File: src/rtl/cbd_pkg.sv
// Package: constants, payload types and codes for the correlated bond dilution block.
`timescale 1ns / 1ps
`default_nettype none
package cbd_pkg;
  localparam int MAX_EDGES = 4096;
  localparam int MAX_NODES = 4096;
  localparam int EI_W      = $clog2(MAX_EDGES);
  localparam int NI_W      = $clog2(MAX_NODES);
  localparam int CNT_W     = EI_W + 1;
  localparam int NCELL     = 8;
  localparam int REM_W     = 5;

  localparam logic [2:0] ST_STORED   = 3'd0;
  localparam logic [2:0] ST_REJECTED = 3'd1;
  localparam logic [2:0] ST_ACCEPTED = 3'd2;
  localparam logic [2:0] ST_IGNORED  = 3'd3;
  localparam logic [2:0] ST_FULL     = 3'd4;

  localparam logic [1:0] CFG_BASE    = 2'd0;
  localparam logic [1:0] CFG_PORTION = 2'd1;
  localparam logic [1:0] CFG_MAXNB   = 2'd2;

  typedef struct packed {
    logic        func;
    logic [11:0] end_a;
    logic [11:0] end_b;
    logic        last;
    logic [11:0] pick;
    logic [31:0] draw;
  } item_t;

  typedef struct packed {
    logic [2:0]  status;
    logic [11:0] edge_num;
    logic [12:0] kept_total;
    logic        finished;
  } result_t;

  typedef struct packed {
    logic             valid;
    logic [31:0]      r;
    logic [REM_W-1:0] rem;
  } tok_t;
endpackage
`default_nettype wire

File: src/rtl/cbd_pow_cell.sv
// One cell of the power chain: optional truncating Q0.32 multiply, then hand-off.
`timescale 1ns / 1ps
`default_nettype none
module cbd_pow_cell import cbd_pkg::*; (
  input  wire logic        clk_i,
  input  wire logic        rst_ni,
  input  wire tok_t        tok_i,
  input  wire logic [31:0] base_i,
  output tok_t             tok_o
);
  logic [63:0] prod;
  logic        v_q;
  logic [31:0] r_q;
  logic [REM_W-1:0] rem_q;

  assign prod = 64'(tok_i.r) * 64'(base_i);

  always_ff @(posedge clk_i or negedge rst_ni) begin
    if (!rst_ni) begin
      v_q <= 1'b0;
    end else begin
      v_q <= tok_i.valid;
    end
  end

  always_ff @(posedge clk_i) begin
    if (tok_i.rem != '0) begin
      r_q   <= prod[63:32];
      rem_q <= tok_i.rem - REM_W'(1);
    end else begin
      r_q   <= tok_i.r;
      rem_q <= tok_i.rem;
    end
  end

  assign tok_o = '{valid: v_q, r: r_q, rem: rem_q};
endmodule
`default_nettype wire

File: config.mk
export PLATFORM = sky130hd
export DESIGN_NAME = cbd_pow_cell
export DESIGN_NICKNAME = d
export VERILOG_FILES = /design/src/rtl/cbd_pkg.sv /design/src/rtl/cbd_pow_cell.sv
export SDC_FILE = /design/constraint.sdc
export NUM_CORES = 2
export LEC_CHECK = 0
export BUFFER_PORTS_ARGS = -buffer_cell sky130_fd_sc_hd__buf_2
export CORE_MARGIN = 2
export CORE_UTILIZATION = 60
export CTS_CLUSTER_DIAMETER = 40
export DETAILED_ROUTE_END_ITERATION = 8
export PLACE_DENSITY = 0.82
export SLEW_MARGIN = 5
export SYNTH_ARGS = -nofsm -noshare
export SYNTH_HDL_FRONTEND = slang
export SYNTH_SLANG_ARGS = --single-unit
File: constraint.sdc
create_clock -name clk_i -period 1.2 [get_ports clk_i]
set_input_delay 0.18 -clock clk_i [delete_from_list [all_inputs] [get_ports clk_i]]
set_output_delay 0.18 -clock clk_i [all_outputs]
set_load 0.005 [all_outputs]
==> impl_metrics.json <==
{
  "outcome": "finished, violations left",
  "violations": "negative setup slack",
  "antenna_left": 0,
  "finalWorstSetupSlack_ns": -5.558,
  "critPathMaxFanout": 16,
  "fin_tns_setup_ns": -171.70,
  "dp.cells": 4804,
  "grt_pass1_vias": 31934,
  "viasPerCell": 5.769,
  "critPathKind": "input port to register",
  "nFillCells": 3557,
  "cts_buffer_depth": 2,
  "io_buffers": 109,
  "num_rows": 87,
  "ios": 110,
  "drive_above_1_share": 0.2282,
  "yosysUniqueCellTypes": 60,
  "cts-root-buf": "clkbuf_16",
  "max_clock_freq_mhz": 148.0,
  "die_h_um": 242.2,
  "grt_usage": 0.3631,
  "numCtsBuffers": 5,
  "synth_ff_type": "dfxtp_1",
  "synthesis.area_mm2": 0.03404,
  "dr.first_iter.drc_count": 2202,
  "fin_area_mm2": 0.04174,
  "fp.coreArea_mm2": 0.05628,
  "rsz0062_at_grt": "true",
  "drt-wirelength-per-cell_um": 22.23,
  "setup_viol": 32,
  "slew_headroom": 0.6679,
  "final_max_slew_viol_count": 0,
  "utilization": 0.7416,
  "grt_use_met3": 0.06890,
  "hold_viol_final": 0,
  "final_cell_mix": "inv_1 (826), fa_1 (823), and2_1 (515)",
  "synth.area.top_cells": "fa_1 (53%), and2_1 (11%), ha_1 (9.6%)",
  "gr-total-overflow": 0,
  "maxCapViolCount": 0,
  "htree_levels": 2,
  "ys_seq_area_frac": 0.02250,
  "multi_input_area_mm2": 0.03077,
  "clock-sinks": 38,
  "drt_wl_total_um": 109000,
  "die_area_mm2": 0.05865,
  "ys_warn_count": 0,
  "die_w_um": 242.2,
  "cp-end-kind": "register",
  "fin_crit_sh": 5.632,
  "placed_area_mm2": 0.03826,
  "areaGrowthSynthToFinish_pct": 22.61,
  "met1_usage": 0.4199,
  "grt_max_degree": 26,
  "synthArstFlopShare": 0.02632,
  "ys_seq_elements": 38,
  "synth_edf_count": 0,
  "busiest_layer": "met2",
  "hp-class": "input port to async pin",
  "grt_pass1_wl_um": 165600,
  "cp-start-kind": "input port",
  "cts_tree": "done",
  "regArea_um2": 765.7,
  "gp_congestion": 0.9580,
  "path_clk_slew_ns": 0.07,
  "tightest_slew_ns": 0.4856,
  "nets": 5369,
  "yosysTopAreaCell": "fa_1",
  "syn_inst": 3772,
  "yosysTopAreaCellShare": 0.5264,
  "dp_hpwl_um": 82430,
  "min_period_ns": 6.758,
  "start_util": 0.6048,
  "grt_util_met2": 0.6221,
  "antenna_found_initial": 8,
  "stdcell_count": 4902,
  "route.vias.total": 28282,
  "final_common_cell": "inv_1",
  "syn_avg_cell_area_um2": 9.024,
  "dr.pass1.iters": 7,
  "arrival_ns": 6.94,
  "required_ns": 1.38,
  "synth.net_count": 5000,
  "drc_errors": 0
}
## per-stage QoR
stage               hold slack (ns)  setup slack (ns)
floorplan                   -0.1156            -5.174
global placement           -0.04595            -5.908
detailed placement         -0.04439            -5.963
CTS                          0.1898            -5.374
global route                 0.2188            -5.732
finish                       0.2014            -5.558
## metal layers
layer  share of wire  vias up
met3           0.095      614
met5        0.000083        -
li1                -    11676
met1            0.33    14347
met2            0.49     1643
met4           0.083        2
## Yosys cell counts (2+ instances only)
master     instances
fa_1             895
inv_1            867
and2_1           592
nand2_1          489
ha_1             261
clkbuf_1         211
a21oi_1           97
nor2_1            68
dfxtp_1           37
o21ai_0           34
xnor2_1           30
a21o_1            23
nand4_1           23
nand3_1           17
o21bai_1          15
o21ai_1           13
nor3_1             9
and3_1             6
o21a_1             6
xor2_1             6
a31oi_1            5
nand2b_1           5
a211oi_1           4
o2111ai_1          4
nor4_1             3
o211ai_1           3
o221ai_1           3
o22ai_1            3
or3_1              3
a21boi_0           2
a21boi_1           2
a31o_1             2
a41oi_1            2
and2b_1            2
and3b_1            2
buf_1              2
mux2i_1            2
o31ai_1            2
## critical path, cell delays in order
cell and delay (ns):
buf_6 0.15, and2_4 0.18, fa_2 0.58, fa_1 0.44, inv_1 0.12, fa_2 0.46
fa_1 0.54, inv_1 0.07, fa_2 0.57, fa_2 0.45, fa_1 0.58, inv_1 0.07
fa_1 0.49, inv_1 0.05, ha_2 0.37, buf_4 0.13, nand4_1 0.21, a211oi_4 0.26
nor3_4 0.07, o31a_1 0.36, buf_4 0.15, buf_6 0.11, xnor2_2 0.11, nor2_1 0.14
nor2_2 0.08
## kinds of logic (layout without fill, tap and decap cells)
group	after synthesis	after routing	share of synthesized area
adders and majority gates	1156	1156	0.6223
xor gates and xnor gates	36	36	0.009263
AOI/OAI and AO/OA	234	234	0.04227
DFF	38	38	0.02250
and+or+nand+nor	1223	1223	0.1833
other	0	4	0
muxes	2	2	0.0005882
buffers and inverters	1083	1453	0.1198
## flip-flops by register name (all words and copies together), names as in the netlist
register and count:
rem_q 5, v_q 1, r_q 32
## final timing paths
path / from / to / slack, ns / depth (start not counted)
setup / recovery: tok_i[26] / r_q[13] / -5.56 / 25
max in group asynchronous: rst_ni / v_q / 0.92 / 2
min in group clk_i: tok_i[4] / rem_q[4] / 0.26 / 3
hold / removal: rst_ni / v_q / 0.20 / 2
## layout make-up
class	count	area share
clock buffers	6	0.003328
diodes	4	0.0002398
flip-flops and latches	38	0.01835
repair buffers	578	0.1382
well taps	756	0.02266
clock inverters	2	0.001439
multi-input cells	2651	0.7374
inverters	867	0.07840
## repair_timing
item | in CTS | in global routing
resized for setup | 354 | 232
endpoints found under the hold margin | 2 | 0
setup buffers | 34 | 35
cloned | 12 | 4
hold buffers | 2 | 0
endpoints found under the setup margin | 33 | 34
pin swaps | 169 | 153
Power is not shown: default switching activity piles up to over one toggle a cycle in this logic, so the estimate is an artifact.
